--- src/rtl/core/stripe_write_splitter_unit_macros.svh ---
// Assertion macros shared by the stripe write splitter RTL.
`ifndef STRIPE_WRITE_SPLITTER_UNIT_MACROS_SVH
`define STRIPE_WRITE_SPLITTER_UNIT_MACROS_SVH

`ifndef ASSERT_OFF

// same-cycle implication, off while reset is asserted
`define SWS_ASSERT_IMP(lbl, clk, rst_n, ante, cons) \
    lbl: assert property (@(posedge clk) disable iff (!(rst_n)) (ante) |-> (cons)) \
        else $error("sws assertion failed");

// next-cycle implication, off while reset is asserted
`define SWS_ASSERT_NXT(lbl, clk, rst_n, ante, cons) \
    lbl: assert property (@(posedge clk) disable iff (!(rst_n)) (ante) |=> (cons)) \
        else $error("sws assertion failed");

`else

`define SWS_ASSERT_IMP(lbl, clk, rst_n, ante, cons)
`define SWS_ASSERT_NXT(lbl, clk, rst_n, ante, cons)

`endif

`endif

--- src/rtl/core/sws_pkg.sv ---
// Types and constants of the stripe write splitter.
package sws_pkg;

    // limits
    localparam int unsigned MAX_CHUNKS  = 64;
    localparam int unsigned MAX_STRIPES = 16;
    localparam int unsigned LANES_MAX   = 16;
    localparam int unsigned PARTS_MAX   = (MAX_STRIPES < LANES_MAX) ? MAX_STRIPES : LANES_MAX;

    // field widths
    localparam int unsigned OFF_W  = 40;
    localparam int unsigned LEN_W  = 24;
    localparam int unsigned UNIT_W = 21;
    localparam int unsigned CNT_W  = 5;
    localparam int unsigned PART_W = 4;
    localparam int unsigned ROW_W  = 25;   // stripe_count * stripe_unit <= 2^24

    localparam logic [UNIT_W-1:0] UNIT_MAX  = 21'd1048576;
    localparam logic [CNT_W-1:0]  SCNT_MAX  = CNT_W'(PARTS_MAX);
    localparam logic [CNT_W-1:0]  WCNT_MAX  = CNT_W'(LANES_MAX);

    // reset values
    localparam logic [CNT_W-1:0]  RST_STRIPE_COUNT = CNT_W'((4 < PARTS_MAX) ? 4 : PARTS_MAX);
    localparam logic [UNIT_W-1:0] RST_STRIPE_UNIT  = 21'd131072;
    localparam logic [CNT_W-1:0]  RST_WRITER_COUNT = 5'd4;

    // register map, word index = paddr[3:2]
    typedef enum logic [1:0] {
        REG_STRIPE_COUNT = 2'd0,
        REG_STRIPE_UNIT  = 2'd1,
        REG_WRITER_COUNT = 2'd2
    } t_reg_idx;

    typedef struct packed {
        logic [CNT_W-1:0]  stripe_count;
        logic [UNIT_W-1:0] stripe_unit;
        logic [CNT_W-1:0]  writer_count;
    } t_cfg;

    // one classified write, handed from front to back
    typedef struct packed {
        logic [OFF_W-1:0]  pbase;     // row index * stripe_unit
        logic [PART_W-1:0] part;      // part of the first chunk
        logic [UNIT_W-1:0] unit_off;  // offset inside the first unit
        logic [LEN_W-1:0]  len;
        logic              too_long;
    } t_desc;

    typedef struct packed {
        logic [PART_W-1:0] part_index;
        logic [OFF_W-1:0]  part_offset;
        logic [UNIT_W-1:0] chunk_length;
        logic [LEN_W-1:0]  source_offset;
        logic [PART_W-1:0] writer_index;
        logic              last;
        logic              too_long;
    } t_chunk;

    typedef enum logic [2:0] {
        F_IDLE,
        F_DIV,
        F_PART,
        F_MUL,
        F_PUSH
    } t_front_state;

endpackage

--- src/rtl/core/sws_front.sv ---
// Front end: takes a write, finds row, part and unit offset, queues a descriptor.
module sws_front (
    input  logic                       i_clk,
    input  logic                       i_rst_n,
    input  sws_pkg::t_cfg              i_cfg,
    input  logic                       i_start,
    input  logic [sws_pkg::OFF_W-1:0]  i_write_offset,
    input  logic [sws_pkg::LEN_W-1:0]  i_write_length,
    output logic                       o_busy,
    input  logic                       i_full,
    output logic                       o_push,
    output sws_pkg::t_desc             o_desc
);
    import sws_pkg::*;

    localparam logic [26:0] SPAN = 27'(MAX_CHUNKS - 1);

    t_front_state        r_state, n_state;
    logic [5:0]          r_cnt, n_cnt;
    logic [ROW_W-1:0]    r_row, n_row;
    logic [OFF_W-1:0]    r_quo, n_quo;
    logic [ROW_W-1:0]    r_rem, n_rem;
    logic [LEN_W-1:0]    r_len, n_len;
    logic [PART_W-1:0]   r_part, n_part;
    logic [OFF_W-1:0]    r_acc, n_acc;
    logic [OFF_W-1:0]    r_mcand, n_mcand;
    logic [UNIT_W-1:0]   r_mplier, n_mplier;

    logic [25:0]         row_prod;
    logic [ROW_W:0]      div_try;
    logic                div_ge;
    logic [ROW_W-1:0]    part_dvs;
    logic                part_ge;
    logic [UNIT_W-1:0]   unit_off;
    logic [UNIT_W-1:0]   first;
    logic [26:0]         limit;
    logic                too_long;

    // row size, stripe_count * stripe_unit
    assign row_prod = 26'(i_cfg.stripe_count) * 26'(i_cfg.stripe_unit);

    // one restoring step of offset / row
    assign div_try = {r_rem, r_quo[OFF_W-1]};
    assign div_ge  = div_try >= {1'b0, r_row};

    // one step of remainder / unit, quotient fits the part index
    assign part_dvs = ROW_W'({4'b0, i_cfg.stripe_unit} << r_cnt[1:0]);
    assign part_ge  = r_rem >= part_dvs;

    // too many chunks when len > first + (MAX_CHUNKS-1) * unit
    assign unit_off = r_rem[UNIT_W-1:0];
    assign first    = i_cfg.stripe_unit - unit_off;
    assign limit    = 27'(i_cfg.stripe_unit) * SPAN + 27'(first);
    assign too_long = 27'(r_len) > limit;

    assign o_busy          = (r_state != F_IDLE);
    assign o_desc.pbase    = r_acc;
    assign o_desc.part     = r_part;
    assign o_desc.unit_off = unit_off;
    assign o_desc.len      = r_len;
    assign o_desc.too_long = too_long;

    // sequencer
    always_comb begin
        n_state  = r_state;
        n_cnt    = r_cnt;
        n_row    = r_row;
        n_quo    = r_quo;
        n_rem    = r_rem;
        n_len    = r_len;
        n_part   = r_part;
        n_acc    = r_acc;
        n_mcand  = r_mcand;
        n_mplier = r_mplier;
        o_push   = 1'b0;
        unique case (r_state)
            F_IDLE: begin
                if (i_start && (i_write_length != '0)) begin
                    n_row   = row_prod[ROW_W-1:0];
                    n_quo   = i_write_offset;
                    n_rem   = '0;
                    n_len   = i_write_length;
                    n_cnt   = 6'(OFF_W - 1);
                    n_state = F_DIV;
                end
            end
            F_DIV: begin
                n_rem = div_ge ? ROW_W'(div_try - {1'b0, r_row}) : div_try[ROW_W-1:0];
                n_quo = {r_quo[OFF_W-2:0], div_ge};
                n_cnt = r_cnt - 6'd1;
                if (r_cnt == '0) begin
                    n_cnt   = 6'(PART_W - 1);
                    n_part  = '0;
                    n_state = F_PART;
                end
            end
            F_PART: begin
                if (part_ge) begin
                    n_rem = r_rem - part_dvs;
                end
                n_part = {r_part[PART_W-2:0], part_ge};
                n_cnt  = r_cnt - 6'd1;
                if (r_cnt == '0) begin
                    n_mcand  = r_quo;
                    n_mplier = i_cfg.stripe_unit;
                    n_acc    = '0;
                    n_cnt    = 6'(UNIT_W - 1);
                    n_state  = F_MUL;
                end
            end
            F_MUL: begin
                // shift-add row index * unit, modulo 2^40
                if (r_mplier[0]) begin
                    n_acc = r_acc + r_mcand;
                end
                n_mcand  = {r_mcand[OFF_W-2:0], 1'b0};
                n_mplier = {1'b0, r_mplier[UNIT_W-1:1]};
                n_cnt    = r_cnt - 6'd1;
                if (r_cnt == '0) begin
                    n_state = F_PUSH;
                end
            end
            F_PUSH: begin
                if (!i_full) begin
                    o_push  = 1'b1;
                    n_state = F_IDLE;
                end
            end
            default: begin
                n_state = F_IDLE;
            end
        endcase
    end

    // control state
    always_ff @(posedge i_clk) begin
        if (!i_rst_n) begin
            r_state <= F_IDLE;
            r_cnt   <= '0;
        end else begin
            r_state <= n_state;
            r_cnt   <= n_cnt;
        end
    end

    // datapath
    always_ff @(posedge i_clk) begin
        r_row    <= n_row;
        r_quo    <= n_quo;
        r_rem    <= n_rem;
        r_len    <= n_len;
        r_part   <= n_part;
        r_acc    <= n_acc;
        r_mcand  <= n_mcand;
        r_mplier <= n_mplier;
    end

endmodule

--- src/rtl/core/sws_fifo.sv ---
// Two-entry descriptor queue between front and back.
module sws_fifo (
    input  logic           i_clk,
    input  logic           i_rst_n,
    input  logic           i_push,
    input  sws_pkg::t_desc i_data,
    input  logic           i_pop,
    output logic           o_full,
    output logic           o_empty,
    output sws_pkg::t_desc o_data
);
    import sws_pkg::*;

    localparam int unsigned DEPTH = 2;
    localparam int unsigned PTR_W = $clog2(DEPTH);

    t_desc              r_mem [DEPTH];
    logic [PTR_W-1:0]   r_wptr, n_wptr;
    logic [PTR_W-1:0]   r_rptr, n_rptr;
    logic [PTR_W:0]     r_count, n_count;
    logic               do_push;
    logic               do_pop;

    assign o_full  = (r_count == (PTR_W+1)'(DEPTH));
    assign o_empty = (r_count == '0);
    assign o_data  = r_mem[r_rptr];
    assign do_push = i_push && !o_full;
    assign do_pop  = i_pop && !o_empty;

    // pointers and fill level
    always_comb begin
        n_wptr  = do_push ? PTR_W'(r_wptr + 1'b1) : r_wptr;
        n_rptr  = do_pop  ? PTR_W'(r_rptr + 1'b1) : r_rptr;
        n_count = r_count;
        if (do_push && !do_pop) begin
            n_count = r_count + 1'b1;
        end else if (do_pop && !do_push) begin
            n_count = r_count - 1'b1;
        end
    end

    always_ff @(posedge i_clk) begin
        if (!i_rst_n) begin
            r_wptr  <= '0;
            r_rptr  <= '0;
            r_count <= '0;
        end else begin
            r_wptr  <= n_wptr;
            r_rptr  <= n_rptr;
            r_count <= n_count;
        end
    end

    // storage
    always_ff @(posedge i_clk) begin
        if (do_push) begin
            r_mem[r_wptr] <= i_data;
        end
    end

endmodule

--- src/rtl/core/sws_back.sv ---
// Back end: walks one descriptor at a time and issues a chunk word each cycle while it is active.
module sws_back (
    input  logic           i_clk,
    input  logic           i_rst_n,
    input  sws_pkg::t_cfg  i_cfg,
    input  logic           i_empty,
    input  sws_pkg::t_desc i_desc,
    output logic           o_pop,
    output logic           o_valid,
    output sws_pkg::t_chunk o_chunk
);
    import sws_pkg::*;

    // part modulo writer count, both narrow: four restoring steps
    function automatic logic [PART_W-1:0] mod_small(input logic [PART_W-1:0] a,
                                                    input logic [CNT_W-1:0] b);
        logic [7:0] rem;
        logic [7:0] dvs;
        rem = 8'(a);
        for (int i = PART_W - 1; i >= 0; i--) begin
            dvs = 8'(b) << i;
            if (rem >= dvs) begin
                rem = rem - dvs;
            end
        end
        return rem[PART_W-1:0];
    endfunction

    logic              r_act, n_act;
    logic              r_valid, n_valid;
    t_chunk            r_chunk, n_chunk;
    logic [OFF_W-1:0]  r_pbase, n_pbase;
    logic [PART_W-1:0] r_part, n_part;
    logic [UNIT_W-1:0] r_within, n_within;
    logic [LEN_W-1:0]  r_left, n_left;
    logic [LEN_W-1:0]  r_done, n_done;
    logic              r_tl, n_tl;

    logic [UNIT_W-1:0] avail;
    logic              is_last;
    logic [UNIT_W-1:0] clen;
    logic              wrap;

    // current chunk
    assign avail   = i_cfg.stripe_unit - r_within;
    assign is_last = r_left <= LEN_W'(avail);
    assign clen    = is_last ? r_left[UNIT_W-1:0] : avail;
    assign wrap    = (5'({1'b0, r_part}) + 5'd1) == i_cfg.stripe_count;

    assign o_valid = r_valid;
    assign o_chunk = r_chunk;

    always_comb begin
        n_act    = r_act;
        n_valid  = 1'b0;
        n_chunk  = r_chunk;
        n_pbase  = r_pbase;
        n_part   = r_part;
        n_within = r_within;
        n_left   = r_left;
        n_done   = r_done;
        n_tl     = r_tl;
        o_pop    = 1'b0;
        if (r_act) begin
            n_valid = 1'b1;
            if (r_tl) begin
                // rejected write: one flagged word, fields zero
                n_chunk          = '0;
                n_chunk.last     = 1'b1;
                n_chunk.too_long = 1'b1;
                n_act            = 1'b0;
            end else begin
                n_chunk.part_index    = r_part;
                n_chunk.part_offset   = r_pbase + OFF_W'(r_within);
                n_chunk.chunk_length  = clen;
                n_chunk.source_offset = r_done;
                n_chunk.writer_index  = mod_small(r_part, i_cfg.writer_count);
                n_chunk.last          = is_last;
                n_chunk.too_long      = 1'b0;
                n_done   = r_done + LEN_W'(clen);
                n_left   = r_left - LEN_W'(clen);
                n_within = '0;
                if (wrap) begin
                    n_part  = '0;
                    n_pbase = r_pbase + OFF_W'(i_cfg.stripe_unit);
                end else begin
                    n_part  = r_part + 1'b1;
                end
                if (is_last) begin
                    n_act = 1'b0;
                end
            end
        end else if (!i_empty) begin
            // load next descriptor
            o_pop    = 1'b1;
            n_act    = 1'b1;
            n_pbase  = i_desc.pbase;
            n_part   = i_desc.part;
            n_within = i_desc.unit_off;
            n_left   = i_desc.len;
            n_done   = '0;
            n_tl     = i_desc.too_long;
        end
    end

    always_ff @(posedge i_clk) begin
        if (!i_rst_n) begin
            r_act   <= 1'b0;
            r_valid <= 1'b0;
        end else begin
            r_act   <= n_act;
            r_valid <= n_valid;
        end
    end

    always_ff @(posedge i_clk) begin
        r_chunk  <= n_chunk;
        r_pbase  <= n_pbase;
        r_part   <= n_part;
        r_within <= n_within;
        r_left   <= n_left;
        r_done   <= n_done;
        r_tl     <= n_tl;
    end

endmodule

--- src/rtl/core/stripe_write_splitter_unit.sv ---
// Top level of the stripe write splitter: register port, front, queue and back.
//
//  channel  | signals                         | flow control
//  ---------+---------------------------------+-------------------------------
//  write in | start, i_write_offset/length    | taken when start & length != 0 & !busy
//  chunk out| o_valid, o_part_index .. too_long| one-cycle strobe, no stall
//  config   | psel penable pwrite paddr pwdata | APB, pready tied high
//
// The front handles each write in turn: offset / row (one quotient bit a cycle),
// then the part index, the shift-add row base, and the push into the queue.
// The back issues one chunk word per cycle after it loads each write from the queue.
// Reset clears control state and loads the register defaults.
// A two-entry queue lets the front start the next write while chunks still go out.
`include "stripe_write_splitter_unit_macros.svh"

module stripe_write_splitter_unit (
    input  logic                        i_clk,
    input  logic                        i_rst_n,
    input  logic                        start,
    output logic                        busy,
    input  logic [sws_pkg::OFF_W-1:0]   i_write_offset,
    input  logic [sws_pkg::LEN_W-1:0]   i_write_length,
    output logic                        o_valid,
    output logic [sws_pkg::PART_W-1:0]  o_part_index,
    output logic [sws_pkg::OFF_W-1:0]   o_part_offset,
    output logic [sws_pkg::UNIT_W-1:0]  o_chunk_length,
    output logic [sws_pkg::LEN_W-1:0]   o_source_offset,
    output logic [sws_pkg::PART_W-1:0]  o_writer_index,
    output logic                        o_last,
    output logic                        o_too_long,
    input  logic                        psel,
    input  logic                        penable,
    input  logic                        pwrite,
    input  logic [3:0]                  paddr,
    input  logic [31:0]                 pwdata,
    output logic [31:0]                 prdata,
    output logic                        pready
);
    import sws_pkg::*;

    logic [CNT_W-1:0]  r_scount;
    logic [UNIT_W-1:0] r_unit;
    logic [CNT_W-1:0]  r_wcount;
    logic              cfg_wr;
    t_reg_idx          reg_idx;
    logic [CNT_W-1:0]  sat_scount;
    logic [UNIT_W-1:0] sat_unit;
    logic [CNT_W-1:0]  sat_wcount;
    t_cfg              cfg;

    logic              push;
    logic              pop;
    logic              full;
    logic              empty;
    t_desc             desc_in;
    t_desc             desc_out;
    t_chunk            chunk;

    // register port
    assign pready  = 1'b1;
    assign cfg_wr  = psel && penable && pwrite && pready;
    assign reg_idx = t_reg_idx'(paddr[3:2]);

    // saturate written values into range
    always_comb begin
        sat_scount = pwdata[CNT_W-1:0];
        if (sat_scount == '0) begin
            sat_scount = 5'd1;
        end else if (sat_scount > SCNT_MAX) begin
            sat_scount = SCNT_MAX;
        end
        sat_unit = pwdata[UNIT_W-1:0];
        if (sat_unit == '0) begin
            sat_unit = 21'd1;
        end else if (sat_unit > UNIT_MAX) begin
            sat_unit = UNIT_MAX;
        end
        sat_wcount = pwdata[CNT_W-1:0];
        if (sat_wcount == '0) begin
            sat_wcount = 5'd1;
        end else if (sat_wcount > WCNT_MAX) begin
            sat_wcount = WCNT_MAX;
        end
    end

    always_ff @(posedge i_clk) begin
        if (!i_rst_n) begin
            r_scount <= RST_STRIPE_COUNT;
            r_unit   <= RST_STRIPE_UNIT;
            r_wcount <= RST_WRITER_COUNT;
        end else if (cfg_wr) begin
            unique case (reg_idx)
                REG_STRIPE_COUNT: r_scount <= sat_scount;
                REG_STRIPE_UNIT:  r_unit   <= sat_unit;
                REG_WRITER_COUNT: r_wcount <= sat_wcount;
                default: begin
                end
            endcase
        end
    end

    // readback
    always_comb begin
        unique case (reg_idx)
            REG_STRIPE_COUNT: prdata = 32'(r_scount);
            REG_STRIPE_UNIT:  prdata = 32'(r_unit);
            REG_WRITER_COUNT: prdata = 32'(r_wcount);
            default:          prdata = '0;
        endcase
    end

    assign cfg.stripe_count = r_scount;
    assign cfg.stripe_unit  = r_unit;
    assign cfg.writer_count = r_wcount;

    sws_front u_front (
        .i_clk          (i_clk),
        .i_rst_n        (i_rst_n),
        .i_cfg          (cfg),
        .i_start        (start),
        .i_write_offset (i_write_offset),
        .i_write_length (i_write_length),
        .o_busy         (busy),
        .i_full         (full),
        .o_push         (push),
        .o_desc         (desc_in)
    );

    sws_fifo u_fifo (
        .i_clk   (i_clk),
        .i_rst_n (i_rst_n),
        .i_push  (push),
        .i_data  (desc_in),
        .i_pop   (pop),
        .o_full  (full),
        .o_empty (empty),
        .o_data  (desc_out)
    );

    sws_back u_back (
        .i_clk   (i_clk),
        .i_rst_n (i_rst_n),
        .i_cfg   (cfg),
        .i_empty (empty),
        .i_desc  (desc_out),
        .o_pop   (pop),
        .o_valid (o_valid),
        .o_chunk (chunk)
    );

    assign o_part_index    = chunk.part_index;
    assign o_part_offset   = chunk.part_offset;
    assign o_chunk_length  = chunk.chunk_length;
    assign o_source_offset = chunk.source_offset;
    assign o_writer_index  = chunk.writer_index;
    assign o_last          = chunk.last;
    assign o_too_long      = chunk.too_long;

    // checks
    `SWS_ASSERT_IMP(a_tl_last, i_clk, i_rst_n, o_valid && o_too_long, o_last)
    `SWS_ASSERT_NXT(a_accept_busy, i_clk, i_rst_n,
                    start && !busy && (i_write_length != '0), busy)
    `SWS_ASSERT_IMP(a_chunk_len, i_clk, i_rst_n, o_valid && !o_too_long,
                    (o_chunk_length != '0) && (o_chunk_length <= r_unit))
    `SWS_ASSERT_IMP(a_lane_range, i_clk, i_rst_n, o_valid && !o_too_long,
                    ({1'b0, o_writer_index} < r_wcount) && ({1'b0, o_part_index} < r_scount))

endmodule
--- config.mk ---
export PLATFORM = sky130hd
export DESIGN_NAME = stripe_write_splitter_unit
export DESIGN_NICKNAME = d
export VERILOG_FILES = /design/src/rtl/core/sws_pkg.sv /design/src/rtl/core/sws_front.sv /design/src/rtl/core/sws_fifo.sv /design/src/rtl/core/sws_back.sv /design/src/rtl/core/stripe_write_splitter_unit.sv
export VERILOG_INCLUDE_DIRS = /design/src /design/src/rtl/core
export SDC_FILE = /design/constraint.sdc
export NUM_CORES = 2
export LEC_CHECK = 0
export BUFFER_PORTS_ARGS = -buffer_cell sky130_fd_sc_hd__buf_2
export CAP_MARGIN = 20
export CORE_UTILIZATION = 25
export DETAILED_ROUTE_END_ITERATION = 16
export GPL_ROUTABILITY_DRIVEN = 0
export SLEW_MARGIN = 20
export SYNTH_ARGS = -nofsm -noshare
export SYNTH_HDL_FRONTEND = slang
export SYNTH_HIERARCHICAL = 1
export SYNTH_SLANG_ARGS = --single-unit
export TNS_END_PERCENT = 20
--- constraint.sdc ---
create_clock -name i_clk -period 24.3 [get_ports i_clk]
set_clock_uncertainty 0.05 [all_clocks]
set_input_delay 0 -clock i_clk [delete_from_list [all_inputs] [get_ports i_clk]]
set_output_delay 0 -clock i_clk [all_outputs]
set_load 0.005 [all_outputs]
# == After elaboration in Yosys (flattened, before gate mapping) ==
# Memory sizes are Yosys's and may differ from the RTL's. A register that Yosys moved wholly into a read port is not among the register bits.
# Cells that the tools add are included.
# op_classes
addsub,21
n_mul,2
order_cmp,10
n_eq_ne,18
shifts,1
mux,73
bitwise_logic,2
reduce_logical,39
# op_table
operator,count
40-bit two-way mux,8
40-bit one-hot mux with 2 select lines,3
21-bit two-way mux,7
24-bit two-way mux,6
40-bit by 21-bit adder with 40-bit output,2
25-bit two-way mux,3
25-bit one-hot mux with 3 select lines,1
8-bit two-way mux,9
21-bit one-hot mux with 3 select lines,1
25-bit subtractor,2
21-bit one-hot mux with 2 select lines,1
21-bit subtractor,2
40-bit adder,1
27-bit by 21-bit adder with 27-bit output,1
24-bit by 27-bit greater-than comparator with 1-bit output,1
"21-bit by 6-bit multiplier with 27-bit output, second input constant",1
26-bit by 25-bit >= comparator with 1-bit output,1
25-bit >= comparator,1
5-bit by 21-bit multiplier with 25-bit output,1
21-bit by 2-bit left shift with 25-bit output,1
24-bit by 21-bit adder with 24-bit output,1
24-bit by 21-bit less-or-equal comparator with 1-bit output,1
4-bit two-way mux,6
6-bit one-hot mux with 4 select lines,1
47 further kinds,104
# word_totals
register_bits,474
mem_bits_rw,180
out_inout_bits,130
word_cells,198
memories,1
# mem_list
memory,depth,word_bits,read_ports,rd_ports_with_merged_regs,write_ports,line_no,text
u_fifo.r_mem,2,90,1,1,1,sws_fifo.sv:17,t_desc r_mem [DEPTH];

# == Depth between registers and ports, before layout ==
# depth
depth_word,14
depth_mapped,41
mapped_depth_nobuf,39

# == Cells and area by module ==
# The synthesis kept the hierarchy.
# modules_own_cells
module,instances,cells_per_inst,area_per_inst_um2,seq_area_each_um2
sws_front,1,2397,22131.2,6756.5
sws_back,1,1608,15621.2,6316.1
sws_fifo,1,305,6759.0,5505.3
stripe_write_splitter_unit,1,157,1552.7,620.6

# == Worst setup path after synthesis ==
# Ideal clock, no wire load.
# synth_path
path_kind,register -> register
start,reg u_back.r_act
end,reg u_back.r_pbase[0] (enable)
t_arrival_ps,7957
slack_ps,15892
stages_incl_launch_ff,4
period_less_slack_ps,8408
path_cell_list,dfxtp_1 > clkbuf_1 > mux2i_1 > and2_1
# synth_via
elab_chain_len,2
# synth_rtl
item,line_no,text
from (decl),sws_back.sv:29,"logic r_act, n_act;"
from (signal assigned),sws_back.sv:111,r_act <= n_act;
2-bit != test (no line),-,
3-bit AND reduction (no line) *,-,
to (signal assigned),sws_back.sv:118,r_pbase <= n_pbase;
to (decl),sws_back.sv:32,"logic [OFF_W-1:0] r_pbase, n_pbase;"
# Mark *: on every way between the ends. The rest lies on a longest branch, timed or not.
# A chain may end at the register's enable or synchronous reset.

# == Worst setup path after layout ==
# layout_path
start,reg r_unit[1]
end,"reg u_back.r_left[20], data pin"
# layout_via
elab_chain_len,6
# layout_rtl
item,line_no,text
from (decl),stripe_write_splitter_unit.sv:42,logic [UNIT_W-1:0] r_unit;
from (signal assigned),stripe_write_splitter_unit.sv:94,REG_STRIPE_UNIT: r_unit <= sat_unit;
21-bit subtractor *,sws_back.sv:45,assign avail = i_cfg.stripe_unit - r_within;
24-bit by 21-bit less-or-equal comparator with 1-bit output,sws_back.sv:46,assign is_last = r_left <= LEN_W'(avail);
21-bit two-way mux *,sws_back.sv:47,assign clen = is_last ? r_left[UNIT_W-1:0] : avail;
net u_back.clen[1],sws_back.sv:41,logic [UNIT_W-1:0] clen;
24-bit by 21-bit subtractor with 24-bit output *,sws_back.sv:81,n_left = r_left - LEN_W'(clen);
24-bit two-way mux *,sws_back.sv:66,if (r_tl) begin
24-bit two-way mux *,sws_back.sv:64,if (r_act) begin
net u_back.n_left[20],sws_back.sv:35,"logic [LEN_W-1:0] r_left, n_left;"
to (signal assigned),sws_back.sv:121,r_left <= n_left;
to (decl),sws_back.sv:35,
# The timed path passes the listed nets; every way through them passes the cells marked *. The select of a mux whose other input is x is not followed.

==> summary.json <==
{
  "status": {"value": "complete, no violations"},
  "cp.required": {"value": 24690, "unit": "ps"},
  "critPathTopFamily": {"value": "compound AO/OA/AOI/OAI gates"},
  "area_growth_from_synthesis_to_final_layout": {"value": 16.30, "unit": "%"},
  "maximum_number_of_pins_on_one_net_before_global_route_repair": {"value": 87},
  "maxCapViolations": {"value": 0},
  "ctsResizeCount": {"value": 0},
  "hold_start": {"value": "i_write_length[10]"},
  "share_clk_of_total_power": {"value": 34.1, "unit": "%"},
  "initialDrtViolationCount": {"value": 2002},
  "syn_area_per_cell": {"value": 10.31, "unit": "um^2"},
  "grt_pass1_wl": {"value": 198400, "unit": "um"},
  "internal-power": {"value": 2.369, "unit": "mW"},
  "synth_xor_xnor_area_share": {"value": 5.131, "unit": "%"},
  "setup_tns": {"value": 0, "unit": "ps"},
  "clock_insertion_delay_worst_skew": {"value": 700, "unit": "ps"},
  "total_power": {"value": 3.480, "unit": "mW"},
  "seqPwrFrac": {"value": 39.3, "unit": "%"},
  "filler_cell_count": {"value": 18960},
  "synth-compound-area-share": {"value": 13.32, "unit": "%"},
  "tightest_hold_margin": {"value": 43.17, "unit": "ps"},
  "num_vias": {"value": 34070},
  "routed_wire_length_per_instance": {"value": 17.93, "unit": "um"},
  "synth_fa_ha_area_share": {"value": 15.80, "unit": "%"},
  "worst_hold_path_type": {"value": "in -> reg"},
  "synth_simple_gate_area_share": {"value": 14.29, "unit": "%"},
  "max-vdd-ir-drop": {"value": 54.77, "unit": "uV"},
  "min_delay_path_depth": {"value": 2},
  "worst_slew_margin_rel": {"value": 18.00, "unit": "%"},
  "grt.overflow.total": {"value": 0},
  "timing.final.ws_setup": {"value": 15680, "unit": "ps"},
  "remaining_drc_errors": {"value": 0},
  "yosys_warnings": {"value": 6},
  "coreArea": {"value": 183100, "unit": "um^2"},
  "final_core_utilization": {"value": 29.26, "unit": "%"},
  "layoutNonFillerInstCount": {"value": 7271},
  "fmax": {"value": 116.0, "unit": "MHz"},
  "mappedNetlistArea": {"value": 46060, "unit": "um^2"},
  "design.die.area": {"value": 186000, "unit": "um^2"},
  "origin_of_the_critical_flop_to_flop_path": {"value": "r_unit[1]"},
  "start_util": {"value": 25.16, "unit": "%"},
  "final.period_utilization": {"value": 35.49, "unit": "%"},
  "drv_slew": {"value": 0},
  "place.detailed.instances": {"value": 7010},
  "async_flop_share": {"value": 0, "unit": "%"},
  "cts_setup_buffers": {"value": 0},
  "synth.area.mux_share": {"value": 4.743, "unit": "%"},
  "cts_max_path_buffers": {"value": 3},
  "path_class": {"value": "reg -> reg"},
  "timing.critical_path.to_type": {"value": "register"},
  "vias_in_the_first_global_route": {"value": 33720},
  "reg2reg_depth": {"value": 35},
  "timing.reg2reg.setup_slack": {"value": 15680, "unit": "ps"},
  "pwr_density_cell": {"value": 64.96, "unit": "nW/um^2"},
  "final_hold_viol_count": {"value": 0},
  "initial_antenna_violation_count": {"value": 8},
  "critPathSlowestCell": {"value": "sky130_fd_sc_hd__xor2_1"},
  "final_layout_size_suffix_gt1_share": {"value": 12.53, "unit": "%"},
  "vias_per_cell": {"value": 4.686},
  "critical_path.max_stage_delay": {"value": 620, "unit": "ps"},
  "num_clock_sinks": {"value": 655},
  "totalWireLength": {"value": 130400, "unit": "um"},
  "drt_pre_antenna_iters": {"value": 6},
  "net-switching-power": {"value": 1.111, "unit": "mW"},
  "period_needed": {"value": 8623, "unit": "ps"},
  "critical_path_arrival": {"value": 9010, "unit": "ps"},
  "worst_pin_slew": {"value": 1221, "unit": "ps"},
  "crit_path_max_fanout": {"value": 50},
  "detailedPlacementHpwl": {"value": 98110, "unit": "um"},
  "placement.io_buffers": {"value": 210},
  "clock_tree.htree_level_count": {"value": 3},
  "die-height": {"value": 431.3, "unit": "um"},
  "clock-root-buffer": {"value": "sky130_fd_sc_hd__clkbuf_16"},
  "synth_cell_type_count": {"value": 112},
  "postRouteAntennaNets": {"value": 0},
  "holdBufCountCts": {"value": 128},
  "regToRegEndpoint": {"value": "u_back/r_left[20]"},
  "p_comb_share": {"value": 26.6, "unit": "%"},
  "start_kind": {"value": "register"},
  "aggregate_global_route_resource_usage": {"value": 13.77, "unit": "%"},
  "setup_viol_count_final": {"value": 0},
  "yosys_register_bits": {"value": 655},
  "clk_transition_reported_paths": {"value": 70, "unit": "ps"},
  "nNetsFinal": {"value": 5340},
  "post-place-ws": {"value": 15780, "unit": "ps"},
  "row_count": {"value": 157},
  "combinational_family_with_the_most_area_after_synthesis": {"value": "adder cells"},
  "worstSetupPathDepth": {"value": 35},
  "ys_seq_area_share": {"value": 41.68, "unit": "%"},
  "hold_end": {"value": "u_front/r_len[10]"},
  "tritoncts.num_buffers": {"value": 73},
  "postSynthCellCount": {"value": 4467},
  "placedInstanceArea": {"value": 49720, "unit": "um^2"},
  "finalInstanceArea": {"value": 53570, "unit": "um^2"},
  "grt_setup_unrepaired": {"value": "no"},
  "synth-edff-count": {"value": 608},
  "tritoncts_clock_tree": {"value": "yes"},
  "cellLeakagePower": {"value": 21.58, "unit": "nW"},
  "synthFlopType": {"value": "sky130_fd_sc_hd__edfxtp_1"},
  "die_width": {"value": 431.3, "unit": "um"},
  "critPathBufInv": {"value": 6},
  "swShare": {"value": 31.92, "unit": "%"},
  "floorplan.io_pins": {"value": 236}
}
-- cells in the final DEF (no fill, tap or decap), types with 19 or more instances in the layout --
cell,instances
sky130_fd_sc_hd__edfxtp_1,608
sky130_fd_sc_hd__nand2_1,531
sky130_fd_sc_hd__inv_1,352
sky130_fd_sc_hd__ha_1,343
sky130_fd_sc_hd__nor2_1,284
sky130_fd_sc_hd__a21oi_1,250
sky130_fd_sc_hd__buf_2,210
sky130_fd_sc_hd__o21ai_0,186
sky130_fd_sc_hd__xnor2_1,165
sky130_fd_sc_hd__fa_1,142
sky130_fd_sc_hd__dlygate4sd3_1,128
sky130_fd_sc_hd__nor2b_1,127
sky130_fd_sc_hd__mux2_2,118
sky130_fd_sc_hd__a21o_1,107
sky130_fd_sc_hd__xor2_1,103
sky130_fd_sc_hd__and2_1,94
sky130_fd_sc_hd__clkbuf_16,73
sky130_fd_sc_hd__nor3_1,68
sky130_fd_sc_hd__nand3_1,66
sky130_fd_sc_hd__mux2i_1,53
sky130_fd_sc_hd__buf_4,47
sky130_fd_sc_hd__nand2b_1,46
sky130_fd_sc_hd__dfxtp_1,45
sky130_fd_sc_hd__o21a_1,37
sky130_fd_sc_hd__and3_1,34
sky130_fd_sc_hd__o211ai_1,33
sky130_fd_sc_hd__nand4_1,31
sky130_fd_sc_hd__a211oi_1,27
sky130_fd_sc_hd__a31oi_1,25
sky130_fd_sc_hd__o21bai_1,25
sky130_fd_sc_hd__or3_1,21
sky130_fd_sc_hd__o31ai_1,19
-- final cells by class --
| class | count | area (um^2) | share of cell area, % |
|---|---|---|---|
| clock buffers | 79 | 1849 | 3.452 |
| flip-flops and latches | 655 | 19210 | 35.85 |
| clock inverters | 53 | 714.4 | 1.334 |
| multi-input cells | 3280 | 24700 | 46.11 |
| diodes | 1 | 2.502 | 0.004671 |
| inverters | 354 | 1329 | 2.480 |
| repair buffers | 385 | 2685 | 5.012 |
| well taps | 2464 | 3083 | 5.755 |
-- cells in the mapped netlist, drive strengths merged (33+ instances only) --
cell,number,area (um^2)
nand3,68,340.3
ha,343,4292
mux2,118,1329
o21ai,205,1034
nor3,71,365.3
o211ai,33,247.7
fa,142,2843
a21oi,252,1269
edfxtp,608,18260
inv,353,1325
mux2i,54,540.5
o21a,39,301.5
a21o,107,803.3
nor2,288,1086
nand2,531,1993
buf,61,506.7
nand2b,46,287.8
xor2,104,918.4
clkbuf,127,478.0
nor2b,128,808.3
xnor2,165,1445
and3,37,236.5
dfxtp,47,940.9
and2,102,648.1
-- worst max-delay path by stage --
stage                 start                 to  slack, ps
4_1_cts          r_unit[11]  u_back/r_left[18]      15780
5_1_grt          r_unit[11]  u_back/r_left[18]      14930
3_3_place_gp     r_unit[11]  u_back/r_left[18]      15820
6_report          r_unit[1]  u_back/r_left[20]      15680
3_5_place_dp     r_unit[11]  u_back/r_left[18]      15780
2_1_floorplan  u_back/r_act  u_back/r_pbase[0]      15890
-- kinds of logic (layout without fill, tap and decap cells) --
family / after synthesis / count (layout)
other: 2 / 13
muxes: 186 / 186
AOI/OAI and AO/OA: 926 / 926
DFF: 655 / 655
and+or+nand+nor: 1388 / 1388
xor gates and xnor gates: 269 / 269
adders and majority gates: 499 / 499
buffers and inverters: 542 / 871
-- per-layer routing --
metal,vias up,global-route usage [%],routed length (um)
li1,16420,-,-
met1,16530,17.07,55350
met2,888,23.53,62480
met3,225,1.709,6345
met4,12,6.807,6117
met5,-,0,71
-- power groups by stage --
stage | Clock, mW | Combinational, mW | Sequential (mW)
floorplan | 0 | 0.731 | 1.35
global placement | 0 | 0.877 | 1.39
detailed placement | 0 | 0.896 | 1.39
CTS | 1.22 | 0.917 | 1.37
global route | 1.26 | 1.03 | 1.37
finish | 1.19 | 0.924 | 1.37
-- sequential cells by signal, indices dropped and copies added (netlist names), 2 cells and up, named ones only --
register	cells
u_back/r_done	24
r_unit	21
u_back/r_within	21
u_front/r_mplier	21
u_back/o_chunk	95
u_front/r_row	25
u_front/r_state	3
u_front/r_acc	40
r_scount	5
u_fifo/r_mem	180
u_back/r_pbase	40
r_wcount	5
u_front/r_len	24
u_front/r_part	4
u_back/r_part	4
u_front/r_mcand	40
u_front/r_rem	25
u_front/r_cnt	6
u_back/r_left	24
u_front/r_quo	40
u_fifo/r_count	2
(Power assumes the default switching activity.)
